`src/rtl/core/rhc_pkg.sv`:
```
// Types, constants and the divider step of the RGB to HSV converter.
// No dependencies; imported by the converter.
package rhc_pkg;

  localparam int COMP_W         = 8;
  localparam int SAT_W          = 16;
  localparam int HUE_W          = 16;
  localparam int HDIV_W         = 11;
  localparam int BITS_PER_STAGE = 4;
  localparam int DIV_STAGES     = SAT_W / BITS_PER_STAGE;
  localparam int PIPE_DEPTH     = DIV_STAGES + 1;

  localparam logic [SAT_W-1:0] SAT_HOLD = 16'hFFFF;

  typedef struct packed {
    logic [COMP_W-1:0] value;
    logic              sat_full;
    logic              sat_zero;
    logic [COMP_W-1:0] sat_rem;
    logic [SAT_W-1:0]  sat_q;
    logic              hue_zero;
    logic [HDIV_W-1:0] hue_rem;
    logic [HDIV_W-1:0] hue_div;
    logic [HUE_W-1:0]  hue_q;
  } stage_t;

  // Produce BITS_PER_STAGE more quotient bits of both restoring divisions.
  function automatic stage_t div_advance(stage_t s);
    stage_t            o;
    logic [COMP_W:0]   sr2;
    logic [HDIV_W:0]   hr2;
    o = s;
    for (int k = 0; k < BITS_PER_STAGE; k++) begin
      sr2 = {o.sat_rem, 1'b0};
      if (sr2 >= {1'b0, o.value}) begin
        o.sat_rem = COMP_W'(sr2 - {1'b0, o.value});
        o.sat_q   = {o.sat_q[SAT_W-2:0], 1'b1};
      end else begin
        o.sat_rem = sr2[COMP_W-1:0];
        o.sat_q   = {o.sat_q[SAT_W-2:0], 1'b0};
      end
      hr2 = {o.hue_rem, 1'b0};
      if (hr2 >= {1'b0, o.hue_div}) begin
        o.hue_rem = HDIV_W'(hr2 - {1'b0, o.hue_div});
        o.hue_q   = {o.hue_q[HUE_W-2:0], 1'b1};
      end else begin
        o.hue_rem = hr2[HDIV_W-1:0];
        o.hue_q   = {o.hue_q[HUE_W-2:0], 1'b0};
      end
    end
    return o;
  endfunction

endpackage

```
`src/rtl/core/rhc_rgb_if.sv`:
```
// Pixel channel of the RGB to HSV converter: valid, ready, three components.
// Depends on rhc_pkg for the component width.
interface rhc_rgb_if import rhc_pkg::*; ();
  logic              valid;
  logic              ready;
  logic [COMP_W-1:0] red;
  logic [COMP_W-1:0] green;
  logic [COMP_W-1:0] blue;

  modport source (output valid, output red, output green, output blue, input ready);
  modport sink   (input valid, input red, input green, input blue, output ready);
endinterface

```
`src/rtl/core/rhc_hsv_if.sv`:
```
// Result channel of the RGB to HSV converter: valid, ready, hue, saturation, value.
// Depends on rhc_pkg for the field widths.
interface rhc_hsv_if import rhc_pkg::*; ();
  logic              valid;
  logic              ready;
  logic [HUE_W-1:0]  hue;
  logic [SAT_W-1:0]  saturation;
  logic [COMP_W-1:0] value;

  modport source (output valid, output hue, output saturation, output value, input ready);
  modport sink   (input valid, input hue, input saturation, input value, output ready);
endinterface

```
`src/rtl/core/rgb_to_hsv_converter.sv`:
```
// RGB to HSV converter, top level.
// Depends on rhc_pkg, rhc_rgb_if and rhc_hsv_if.
//
// Usage:
//   pixel  (sink)   : one item per handshake, red/green/blue, 8 bits unsigned each.
//   result (source) : one item per pixel, hue and saturation as 16-bit fractions,
//                     value as the largest component.
//   An item moves when valid and ready are both high at a rising edge of clk.
// Result path: the accepting edge loads the front stage; the item then moves through
//   the divider stages, and result.valid is the valid bit of the last stage.
// Throughput: one item per cycle unless stalled. Five register stages: a front
//   stage that finds max, min, sector and numerator, then four divider stages
//   that each produce four quotient bits of both 16-bit restoring divisions.
// Stall: each stage holds its item while the next one is full and not moving;
//   empty stages still fill, so bubbles close up and pixel.ready drops only
//   once every stage holds an item. Nothing is dropped or repeated.
// Reset (rst, synchronous, active high): clear all stage valid bits; the
//   block takes a pixel on the first cycle after reset.
module rgb_to_hsv_converter import rhc_pkg::*; (
  input  logic      clk,
  input  logic      rst,
  rhc_rgb_if.sink   pixel,
  rhc_hsv_if.source result
);

  localparam int LAST = PIPE_DEPTH - 1;

  logic [PIPE_DEPTH-1:0] vld;
  stage_t                stg [PIPE_DEPTH];
  logic [PIPE_DEPTH-1:0] stage_ready;
  stage_t                front;

  // Front stage: components to max, min, delta and the hue numerator.
  logic [COMP_W-1:0] mx, mn, delta;
  logic              r_max, g_max;
  logic [HDIV_W-1:0] d2, d4, six_d, num;

  always_comb begin
    r_max = (pixel.red >= pixel.green) && (pixel.red >= pixel.blue);
    g_max = !r_max && (pixel.green >= pixel.blue);
    if (r_max) begin
      mx = pixel.red;
    end else if (g_max) begin
      mx = pixel.green;
    end else begin
      mx = pixel.blue;
    end
    mn = pixel.red;
    if (pixel.green < mn) mn = pixel.green;
    if (pixel.blue < mn) mn = pixel.blue;
    delta = mx - mn;

    d2    = HDIV_W'({delta, 1'b0});
    d4    = HDIV_W'({delta, 2'b00});
    six_d = d4 + d2;

    // Work modulo 2^11: for nonzero delta every numerator ends up in 0 .. 6*delta-1.
    if (r_max) begin
      if (pixel.green >= pixel.blue) begin
        num = HDIV_W'(pixel.green) - HDIV_W'(pixel.blue);
      end else begin
        num = six_d + HDIV_W'(pixel.green) - HDIV_W'(pixel.blue);
      end
    end else if (g_max) begin
      num = d2 + HDIV_W'(pixel.blue) - HDIV_W'(pixel.red);
    end else begin
      num = d4 + HDIV_W'(pixel.red) - HDIV_W'(pixel.green);
    end

    front.value    = mx;
    front.sat_full = (mn == '0) && (mx != '0);
    front.sat_zero = (delta == '0);
    front.sat_rem  = delta;
    front.sat_q    = '0;
    front.hue_zero = (delta == '0);
    front.hue_rem  = num;
    front.hue_div  = six_d;
    front.hue_q    = '0;
  end

  // A stage can load when it is empty or its item moves on this cycle.
  always_comb begin
    stage_ready[LAST] = !vld[LAST] || result.ready;
    for (int i = LAST - 1; i >= 0; i--) begin
      stage_ready[i] = !vld[i] || stage_ready[i+1];
    end
  end

  assign pixel.ready = stage_ready[0];

  always_ff @(posedge clk) begin
    if (rst) begin
      vld <= '0;
    end else begin
      if (stage_ready[0]) vld[0] <= pixel.valid;
      for (int i = 1; i < PIPE_DEPTH; i++) begin
        if (stage_ready[i]) vld[i] <= vld[i-1];
      end
    end
  end

  always_ff @(posedge clk) begin
    if (stage_ready[0] && pixel.valid) stg[0] <= front;
  end

  // Divider stages: advance both quotients by four bits per stage.
  for (genvar g = 1; g < PIPE_DEPTH; g++) begin : g_div
    always_ff @(posedge clk) begin
      if (stage_ready[g] && vld[g-1]) stg[g] <= div_advance(stg[g-1]);
    end
  end

  // Output: apply the grey, black and fully saturated cases.
  assign result.valid = vld[LAST];
  assign result.value = stg[LAST].value;
  assign result.hue   = stg[LAST].hue_zero ? '0 : stg[LAST].hue_q;

  always_comb begin
    if (stg[LAST].sat_full) begin
      result.saturation = SAT_HOLD;
    end else if (stg[LAST].sat_zero) begin
      result.saturation = '0;
    end else begin
      result.saturation = stg[LAST].sat_q;
    end
  end

endmodule

```
`src/flat_wrapper.sv`:
```
// flat-port wrapper written by rule: the top's interface ports become plain ports
module rgb_to_hsv_converter_flat import rhc_pkg::*;
  (clk, rst, pixel_valid, pixel_red, pixel_green, pixel_blue, pixel_ready, result_valid, result_hue, result_saturation, result_value, result_ready);
  rhc_rgb_if pixel_i ();
  rhc_hsv_if result_i ();
  input  logic clk;
  input  logic rst;
  input wire logic [$bits(pixel_i.valid)-1:0] pixel_valid;
  input wire logic [$bits(pixel_i.red)-1:0] pixel_red;
  input wire logic [$bits(pixel_i.green)-1:0] pixel_green;
  input wire logic [$bits(pixel_i.blue)-1:0] pixel_blue;
  output wire logic [$bits(pixel_i.ready)-1:0] pixel_ready;
  output wire logic [$bits(result_i.valid)-1:0] result_valid;
  output wire logic [$bits(result_i.hue)-1:0] result_hue;
  output wire logic [$bits(result_i.saturation)-1:0] result_saturation;
  output wire logic [$bits(result_i.value)-1:0] result_value;
  input wire logic [$bits(result_i.ready)-1:0] result_ready;
  assign pixel_i.valid = pixel_valid;
  assign pixel_i.red = pixel_red;
  assign pixel_i.green = pixel_green;
  assign pixel_i.blue = pixel_blue;
  assign pixel_ready = pixel_i.ready;
  assign result_valid = result_i.valid;
  assign result_hue = result_i.hue;
  assign result_saturation = result_i.saturation;
  assign result_value = result_i.value;
  assign result_i.ready = result_ready;
  rgb_to_hsv_converter u_core (.clk(clk), .rst(rst), .pixel(pixel_i), .result(result_i));
endmodule
```
`config.mk`:
```
export PLATFORM = sky130hd
export DESIGN_NAME = rgb_to_hsv_converter_flat
export DESIGN_NICKNAME = d
export VERILOG_FILES = /design/src/rtl/core/rhc_pkg.sv /design/src/rtl/core/rhc_rgb_if.sv /design/src/rtl/core/rhc_hsv_if.sv /design/src/rtl/core/rgb_to_hsv_converter.sv /design/src/flat_wrapper.sv
export SDC_FILE = /design/constraint.sdc
export NUM_CORES = 1
export LEC_CHECK = 0
export BUFFER_PORTS_ARGS = -buffer_cell sky130_fd_sc_hd__buf_2
export CAP_MARGIN = 15
export CORE_ASPECT_RATIO = 0.75
export CORE_MARGIN = 1.5
export CORE_UTILIZATION = 40
export DETAILED_ROUTE_END_ITERATION = 10
export GPL_ROUTABILITY_DRIVEN = 0
export PLACE_DENSITY = 0.57
export SYNTH_ARGS = -nofsm -noshare
export SYNTH_HDL_FRONTEND = slang
export SYNTH_SLANG_ARGS = --single-unit
```
`constraint.sdc`:
```
create_clock -name clk -period 13.3 [get_ports clk]
set_input_delay 2.66 -clock clk [delete_from_list [all_inputs] [get_ports clk]]
set_output_delay 2.66 -clock clk [all_outputs]
set_load 0.005 [all_outputs]
```
==> results of run 1 <==
## final cells by class
cell class,count,share of cell area [%]
Clock inverter,21,1.19
Sequential cell,247,26.2
Timing Repair Buffer,80,1.52
Inverter,286,3.83
Tap cell,861,3.83
Clock buffer,34,2.84
Multi-Input combinational cell,2203,60.6
## through the flow
step | instance area [um^2] | hold WS, ns | instances | worst slack (ns) | util [%]
final | 28100 | 0.408 | 3732 | 1.06 | 44.3
after global routing | 28100 | 0.407 | 3732 | 0.0294 | 44.3
after CTS | 28100 | 0.404 | 3732 | 1.29 | 44.3
after detailed placement | 27000 | 0.405 | 3677 | 1.31 | 42.5
after global placement | 27000 | 0.401 | 3677 | 1.73 | 42.5
after floorplan | 25700 | 0.400 | 2784 | 3.60 | -
## cells by family after synthesis
family	synth area share (%)
AND/OR/NAND/NOR	14.3
AO/OA/AOI/OAI	19.0
adder cells (fa/ha/maj)	19.7
buffers and inverters	5.13
flip-flops	28.7
XOR/XNOR	6.25
multiplexers	6.89
## flip-flops by register name (all words and copies together), names as in the netlist
name        flops
u_core.stg    242
u_core.vld      5
## synth_stat cells (23+ instances only)
cell / instances / area (um^2)
ha_1: 356 / 4450
inv_1: 278 / 1040
edfxtp_1: 242 / 7270
nor2_1: 236 / 886
a21oi_1: 183 / 916
o21ai_0: 161 / 806
nand2_1: 151 / 567
xnor2_1: 118 / 1030
mux2_2: 116 / 1310
a21o_1: 80 / 601
nor2b_1: 78 / 488
xor2_1: 56 / 490
nand3_1: 55 / 275
o21a_1: 50 / 375
nand2b_1: 43 / 269
nor3_1: 42 / 210
fa_1: 29 / 581
mux2i_1: 29 / 290
o21bai_1: 29 / 218
nand4_1: 28 / 175
a21boi_0: 27 / 203
and2_1: 25 / 156
a211oi_1: 23 / 173
## path summary, 6_finish.rpt
| path | end | slack, ns | depth (start not counted) |
|---|---|---|---|
| worst max-delay path | u_core.stg[0][175] | 1.06 | 49 |
| worst max register to register | u_core.stg[0][175] | 1.06 | 49 |
| worst min register to register | u_core.stg[0][303] | 0.41 | 0 |
| worst min-delay path | u_core.stg[0][303] | 0.41 | 0 |
## per-layer routing
layer / vias up / global-route usage (%) / share of wire, %
met5: - / 0 / 0.050
met4: 6 / 3.39 / 1.4
met3: 72 / 2.84 / 6.2
met2: 568 / 29.7 / 41
met1: 9857 / 31.3 / 51
li1: 10200 / - / -
## worst reg2reg max path, delay by kind of cell (launching register included)
| family | cells | cell delay, ns |
|---|---|---|
| buffers and inverters | 4 | 0.81 |
| flip-flops | 1 | 0.43 |
| multiplexers | 1 | 0.28 |
| AO/OA/AOI/OAI | 28 | 6.94 |
| adder cells (fa/ha/maj) | 4 | 1.26 |
| AND/OR/NAND/NOR | 12 | 2.22 |
## placed cells by master (no fill, tap or decap), drive strengths merged, types with 44 or more instances in the layout
cell type / count
a21boi: 44
a21o: 80
a21oi: 187
buf: 80
edfxtp: 242
ha: 356
inv: 288
mux2: 125
nand2: 152
nand3: 56
nor2: 238
nor2b: 79
nor3: 44
o21a: 50
o21ai: 189
xnor2: 119
xor2: 57
## what timing repair did
item / CTS / global route
gates resized for setup: 0 / 1
endpoints found under the setup margin: 0 / 2
setup buffers: 0 / 0
==> reports/qor.yml, run 1 <==
outcome:
  status: "finished, final reports clean"
synthesis:
  yosysWarningCount: 0
  avgSynthCellArea_um2: 9.22
  ys_async_sr_fraction_pct: 0
  netlist_area_um2: 25700
  ys_types: 106
  synth_nets: 3197
  ys_seq_area_share_pct: 28.7
  synth_edf_count: 242
  synthFlopType: "edfxtp_1"
  ys_seq_elements: 247
  synth_cells: 2784
global_route:
  grt.total_usage_pct: 20.2
  grt_antenna_before_repair: 4
  overflow: 0
  grt_pass1_vias: 19900
  grt_pass1_wl_mm: 107
  grt_max_degree: 39
routing:
  drtPass1Iterations: 6
  drt_wl_total_mm: 67.3
  drt-initial-drc-count: 1468
  vias: 20700
  drcViolationCount: 0
  vias_per_cell: 5.56
  wl_per_cell_um: 18.0
  ant_nets: 0
final_layout:
  drive_above_1_share_pct: 11.1
  fillCellCount: 6108
  nets: 3261
  multi_input_area_um2: 17000
  diodes: 0
  area.growth.synth_to_final_pct: 9.56
  seqCellArea_um2: 7370
setup_path:
  crit_path_start: "u_core.stg[0][91]"
  arrival_ns: 12.56
  path_max_fanout: 17
  max_stage_delay_ns: 0.81
  endpoint_kind: "flop"
  start_kind: "flop"
  cp.required_ns: 13.62
  path_class: "reg2reg"
  crit_buf_inv: 4
  r2r-start: "u_core.stg[0][91]"
  critical_path.slowest_cell: "a211oi_1"
  path_delay_family: "compound AO/OA/AOI/OAI gates"
cts:
  cts_buffers: 30
  root_buffer: "clkbuf_16"
  clk_pin_slew_ns: 0.06
  htreeDepth: 1
  cts_hold_buffers: 0
  cts_tree: "yes"
  cts_buffer_depth: 3
  clock_latency_ns: 0.59
  clock-sinks: 247
floorplanning:
  die_area_um2: 65700
  start_util_pct: 40.4
  core_region_area_um2: 63500
  rows: 80
  die_y_um: 222
  die_w_um: 295
  io_pins: 70
timing:
  tightest_slew_ns: 1.15
  finalCritPeriodShare_pct: 92.0
  hold_violations: 0
  setup_tns_ns: 0
  slew_viol_final: 0
  setup_viol: 0
  max_freq_mhz: 81.7
  rsz0062_at_grt: "false"
  skew_ns: 0.0277
  slew-limit-headroom_pct: 23.1
  period_minus_slack_ns: 12.24
place:
  port_buffers: 69
  post-dp-hpwl_mm: 53.4
job:
  maxCapViolCount: 0
hold_path:
  min_path_type: "reg2reg"
  min_from: "u_core.stg[0][226]"
Power of run 1 is left out: the tool's default activity adds up to more than one toggle a clock period on the data nets, which glitch-free logic cannot reach.
==> inputs of run 2 (changes only) <==
--- a/config.mk
+++ b/config.mk
@@ -5,6 +5,7 @@
 export SDC_FILE = /design/constraint.sdc
 export NUM_CORES = 1
 export LEC_CHECK = 0
+export ABC_AREA = 1
 export BUFFER_PORTS_ARGS = -buffer_cell sky130_fd_sc_hd__buf_2
 export CAP_MARGIN = 15
 export CORE_ASPECT_RATIO = 0.75
==> run 2 against run 1 <==
Effect of this change:
- non-clock buffer count shrank 1
- via count up 1.1%
- utilization fell by 0.19 points
- design area fell by 2.1%
- first-iteration DRC count decreased by 1.5%
- setup slack improved by 2.2 ns
- critical path type is now in2reg
- largest cell class unchanged
==> reports/qor.yml, run 2 <==
routing:
  vias_per_cell: 5.21  # -6.2%
  wl_per_cell_um: 16.2  # -10%
  drtPass1Iterations: 6  # unchanged
  drcViolationCount: 0  # unchanged
  drt_wl_total_mm: 65.1  # -3.3%
  vias: 21000  # +1.1%
  drt-initial-drc-count: 1446  # -1.5%
  ant_nets: 0  # unchanged
timing:
  hold_slack_ns: 0.417  # +0.00906 ns
  rsz0062_at_grt: "false"
  period_minus_slack_ns: 10.0  # -2.24 ns
  setup_tns_ns: 0  # unchanged
  setup_viol: 0  # unchanged
  finalCritPeriodShare_pct: 75.2  # -17 points
  max_freq_mhz: 100  # +22%
  hold_violations: 0  # unchanged
  slew-limit-headroom_pct: 37.2  # +14 points
  slew_viol_final: 0  # unchanged
  skew_ns: 0.0129  # -0.0148 ns
  tightest_slew_ns: 0.943  # -0.206 ns
synthesis:
  synth_top_area_share_pct: 28.7  # +0.33 points
  yosysWarningCount: 0  # unchanged
  yosysMostFrequentCell: "nand2_1"
  ys_seq_area_share_pct: 29.0  # +0.33 points
  synth_edf_count: 242  # unchanged
  yosys-top-cells-area: "edfxtp_1 (29%), ha_1 (18%), nand2_1 (7.6%), inv_1 (6.3%), xor2_1 (5.7%)"
  netlist_area_um2: 25400  # -1.1%
  yosys-top-cells-count: "nand2_1 (515), inv_1 (428), ha_1 (356)"
  avgSynthCellArea_um2: 8.22  # -11%
  synth_nets: 3499  # +9.4%
  ys_async_sr_fraction_pct: 0  # unchanged
  synth_cells: 3086  # +11%
  synthFlopType: "edfxtp_1"
  ys_seq_elements: 247  # unchanged
  ys_types: 76  # -28%
  yosys.area.top_type: "edfxtp_1"
cts:
  cts_buffer_depth: 3  # unchanged
  cts_tree: "yes"
  clock_latency_ns: 0.59  # about the same
  cts.repair.resized: 0  # unchanged
  clk_pin_slew_ns: 0.06  # about the same
  cts_buffers: 30  # unchanged
  clock-sinks: 247  # unchanged
  htreeDepth: 1  # unchanged
  cts_hold_buffers: 0  # unchanged
  post-cts-setup-buffers: 0  # unchanged
  root_buffer: "clkbuf_16"
final_layout:
  fillCellCount: 6088  # -0.33%
  largest_reg_flops: 242  # unchanged
  drive_above_1_share_pct: 10.4  # -0.64 points
  top_register: "u_core.stg"
  diodes: 0  # unchanged
  area.growth.synth_to_final_pct: 8.45
  nets: 3562  # +9.2%
  reg_top3: "u_core.stg (242), u_core.vld (5)"
  layout_common_cells: "nand2_1 (515), inv_1 (426), ha_1 (356)"
  final_common_cell: "nand2_1"
floorplanning:
  start_util_pct: 40.7  # +0.24 points
  rows: 79  # -1.3%
  io_pins: 70  # unchanged
  die_w_um: 294  # -0.56%
  core_region_area_um2: 62400  # -1.7%
  die_area_um2: 64900  # -1.1%
  die_y_um: 221  # -0.56%
global_route:
  grt_pass1_vias: 20000  # +0.57%
  grt_pass1_wl_mm: 105  # -2.5%
  overflow: 0  # unchanged
  grt.total_usage_pct: 19.8  # -0.44 points
  grt_antenna_before_repair: 0  # -4
  grt_max_degree: 63  # +62%
setup_path:
  start_kind: "primary input"
  reg2reg_slack_ns: 3.37  # +2.31 ns
  r2r_end: "u_core.stg[0][102]"
  arrival_ns: 10.33  # -2.23 ns
  path_max_fanout: 16  # -1
  cp.required_ns: 13.63  # about the same
  rr_worst_depth: 52  # +6.1%
  crit_path_start: "pixel_green[7]"
  critical_path.slowest_cell: "fa_1"
  endpoint_kind: "flop"
  max_stage_delay_ns: 0.57  # -0.24 ns
  path_class: "in2reg"
  r2r-start: "u_core.stg[0][19]"
  crit_end: "u_core.stg[0][37]"
hold_path:
  min_path_type: "reg2reg"
outcome:
  status: "finished, final reports clean"
place:
  post-dp-hpwl_mm: 52.4  # -1.9%
  port_buffers: 69  # unchanged
job:
  maxCapViolCount: 0  # unchanged
[run 2: cell count changes after synthesis, sizes merged, moves of 61 or more]
cell | before | now
a21o | 80 | 19
xor2 | 57 | 165
inv | 284 | 460
nor2b | 79 | 0
nand2 | 152 | 558
a21oi | 187 | 259
mux2 | 125 | 1
o21ai | 189 | 299
[run 2: worst min path at each step]
stage                                  start                 end  slack, ns  depth (start not counted)
after floorplan            u_core.stg[0][63]  u_core.stg[0][136]       0.40                          0
after global placement    u_core.stg[0][192]  u_core.stg[0][269]       0.40                          0
after detailed placement   u_core.stg[0][76]  u_core.stg[0][153]       0.40                          0
after CTS                 u_core.stg[0][191]  u_core.stg[0][268]       0.41                          0
after global routing      u_core.stg[0][191]  u_core.stg[0][268]       0.41                          0
final                     u_core.stg[0][224]  u_core.stg[0][301]       0.42                          0
[run 2: area by class of cell]
type	instances	area (um^2)	share of cell area (%)
Timing Repair Buffer	79	420	1.53
Tap cell	850	1060	3.87
Multi-Input combinational cell	2329	15900	57.8
Clock inverter	22	223	0.810
Sequential cell	247	7370	26.8
Inverter	462	1780	6.45
Clock buffer	34	766	2.78
[run 2: per-layer routing]
metal	vias to the layer above	wire (um)	global-route usage [%]
li1	10600	-	-
met1	9739	32900	29.6
met2	493	27100	30.1
met3	83	3720	2.45
met4	0	1350	4.52
met5	-	0	0
[run 2: worst max-delay path: cells and delay by family]
kind,cells,cell delay (ns)
and+or+nand+nor,14,1.48
buffers and inverters,8,0.87
AOI/OAI and AO/OA,9,1.97
xor gates and xnor gates,2,0.70
adders and majority gates,7,2.65
[run 2: cell families (layout without fill, tap and decap cells)]
kind of cell | count (synthesis) | after routing | synth area share, %
simple gates | 997 | 997 | 17.4
xor+xnor | 233 | 233 | 8.05
buf+inv | 510 | 597 | 8.39
compound gates | 713 | 713 | 17.2
flops | 247 | 247 | 29.0
fa+ha+maj | 385 | 385 | 19.9
mux | 1 | 1 | 0.0444
[run 2: stage by stage]
| stage | util [%] | cell area (um^2) | instances | setup WS, ns |
|---|---|---|---|---|
| 2_1_floorplan | - | 25400 | 3086 | 3.81 |
| 5_1_grt | 44.1 | 27500 | 4023 | 2.55 |
| 3_3_place_gp | 42.5 | 26500 | 3967 | 3.07 |
| 6_report | 44.1 | 27500 | 4023 | 3.30 |
| 4_1_cts | 44.1 | 27500 | 4023 | 3.45 |
| 3_5_place_dp | 42.5 | 26500 | 3967 | 2.85 |
Power of run 2 is left out for the same reason.
==> inputs of run 3 (changes only) <==
==> constraint.sdc (replaced) <==
create_clock -name clk -period 9.5 [get_ports clk]
set_input_delay 1.9 -clock clk [delete_from_list [all_inputs] [get_ports clk]]
set_output_delay 1.9 -clock clk [all_outputs]
set_load 0.005 [all_outputs]
==> run 3 against run 2 <==
Effect of this change:
- design area up 0.96%
- sequential share of layout area down 0.26 points
- global-route usage down 0.13 points
- die area unchanged
- non-clock buffer count up 25
- worst hold slack worse by 0.0028 ns
- utilization up 0.43 points
- flip-flop and latch count unchanged
- routed wire length down 0.30%
- critical path depth up 11
==> reports/qor.yml, run 3 (same netlist as run 2, synthesis figures left out) <==
global_route:
  grt.total_usage_pct: 19.6  # -0.13 points
  grt_max_degree: 63  # unchanged
  met2_usage_pct: 29.4  # -0.70 points
  busiest_layer: "met1"
  grt_pass1_wl_mm: 104  # -0.74%
  grt.met3_usage_pct: 2.40  # -0.050 points
  met1_usage_pct: 30.2  # +0.57 points
  grt_antenna_before_repair: 1  # +1
  grt_pass1_vias: 19800  # -1.4%
  overflow: 0  # unchanged
routing:
  drcViolationCount: 0  # unchanged
  drtPass1Iterations: 5  # -1
  wl_per_cell_um: 16.0  # -0.94%
  vias_per_cell: 5.20  # -0.19%
  drt-initial-drc-count: 1303  # -9.9%
  drt_wl_total_mm: 64.9  # -0.30%
  ant_nets: 0  # unchanged
  vias: 21100  # +0.45%
setup_path:
  start_kind: "flop"
  cp_common_cell: "a21oi_1"
  max_stage_delay_ns: 0.43  # -0.14 ns
  path_max_fanout: 15  # -1
  critical_path.slowest_cell: "edfxtp_1"
  endpoint_kind: "flop"
  arrival_ns: 9.36  # -0.97 ns
  r2r-start: "u_core.stg[0][23]"
  crit_path_start: "u_core.stg[0][23]"
  cp.required_ns: 9.96  # -3.67 ns
  path_class: "reg2reg"
floorplanning:
  io_pins: 70  # unchanged
  core_region_area_um2: 62400  # unchanged
  rows: 79  # unchanged
  die_area_um2: 64900  # unchanged
  start_util_pct: 40.7  # unchanged
  die_w_um: 294  # unchanged
  die_y_um: 221  # unchanged
outcome:
  status: "finished, final reports clean"
cts:
  root_buffer: "clkbuf_16"
  clk_pin_slew_ns: 0.06  # about the same
  cts_buffer_depth: 3  # unchanged
  clock-sinks: 247  # unchanged
  cts_buffers: 30  # unchanged
  cts_tree: "yes"
  htreeDepth: 1  # unchanged
  cts_hold_buffers: 0  # unchanged
  clock_latency_ns: 0.60  # about the same
timing:
  hold_slack_ns: 0.415  # -0.00280 ns
  rsz0062_at_grt: "false"
  period_minus_slack_ns: 8.90
  max_freq_mhz: 112
  setup_tns_ns: 0  # unchanged
  hold_violations: 0  # unchanged
  skew_ns: 0.0238  # +0.0109 ns
  finalCritPeriodShare_pct: 93.7
  slew-limit-headroom_pct: 39.0  # +1.8 points
  slew_viol_final: 0  # unchanged
  tightest_slew_ns: 0.915  # -0.0275 ns
  setup_viol: 0  # unchanged
final_layout:
  area.growth.synth_to_final_pct: 9.49
  reg_top3: "u_core.stg (242), u_core.vld (5)"
  diodes: 0  # unchanged
  top_register: "u_core.stg"
  final_util_pct: 44.5  # +0.43 points
  layout_common_cells: "nand2_1 (516), inv_1 (417), ha_1 (354)"
  drive_above_1_share_pct: 11.6  # +1.2 points
  multi_input_area_um2: 16000  # +0.43%
  nets: 3588  # +0.73%
  final_common_cell: "nand2_1"
  fillCellCount: 6086  # -0.033%
  largest_reg_flops: 242  # unchanged
  seqCellArea_um2: 7370  # unchanged
hold_path:
  min_path_type: "reg2reg"
  min_from: "u_core.stg[0][152]"
place:
  post-dp-hpwl_mm: 52.3  # -0.21%
  port_buffers: 69  # unchanged
job:
  maxCapViolCount: 0  # unchanged
## run 3: path summary, 6_finish.rpt
kind / slack, ns / cells after the start / end
max: 0.60 / 51 / u_core.stg[0][109]
min: 0.41 / 0 / u_core.stg[0][229]
max reg2reg: 0.60 / 51 / u_core.stg[0][109]
min reg2reg: 0.41 / 0 / u_core.stg[0][229]
## run 3: through the flow
step           setup slack [ns]  instances  instance area, um^2
2_1_floorplan             0.771       3086                25400
3_3_place_gp              0.305       3977                26600
3_5_place_dp              0.189       3977                26600
4_1_cts                   0.163       4033                27600
5_1_grt                 0.00448       4049                27800
6_report                  0.597       4049                27800
## run 3: final cells by class
| cell class | count | area share (%) |
|---|---|---|
| clock inverter | 20 | 0.734 |
| timing repair buffer | 104 | 2.19 |
| tap | 850 | 3.83 |
| sequential | 247 | 26.5 |
| clock buffer | 36 | 2.78 |
| inverter | 462 | 6.47 |
| multi-input combinational | 2330 | 57.5 |
## run 3: per-layer routing
| layer | wire length, um | up-vias |
|---|---|---|
| met5 | 13 | - |
| li1 | - | 10700 |
| met4 | 966 | 2 |
| met3 | 3820 | 62 |
| met1 | 33200 | 9762 |
| met2 | 26900 | 524 |
## run 3: worst max-delay path, delay by kind of cell (launching register included)
family | cells | cell delay, ns
fa+ha+maj | 4 | 1.37
compound gates | 26 | 3.99
flops | 1 | 0.43
buf+inv | 7 | 1.13
mux | 1 | 0.33
simple gates | 13 | 1.51
## run 3: repair_timing
item                       CTS  global route
gates resized for setup      0            35
setup endpoints to repair    0            50
hold endpoints to repair     0             0
setup buffers                0            15
Power of run 3 is left out for the same reason.
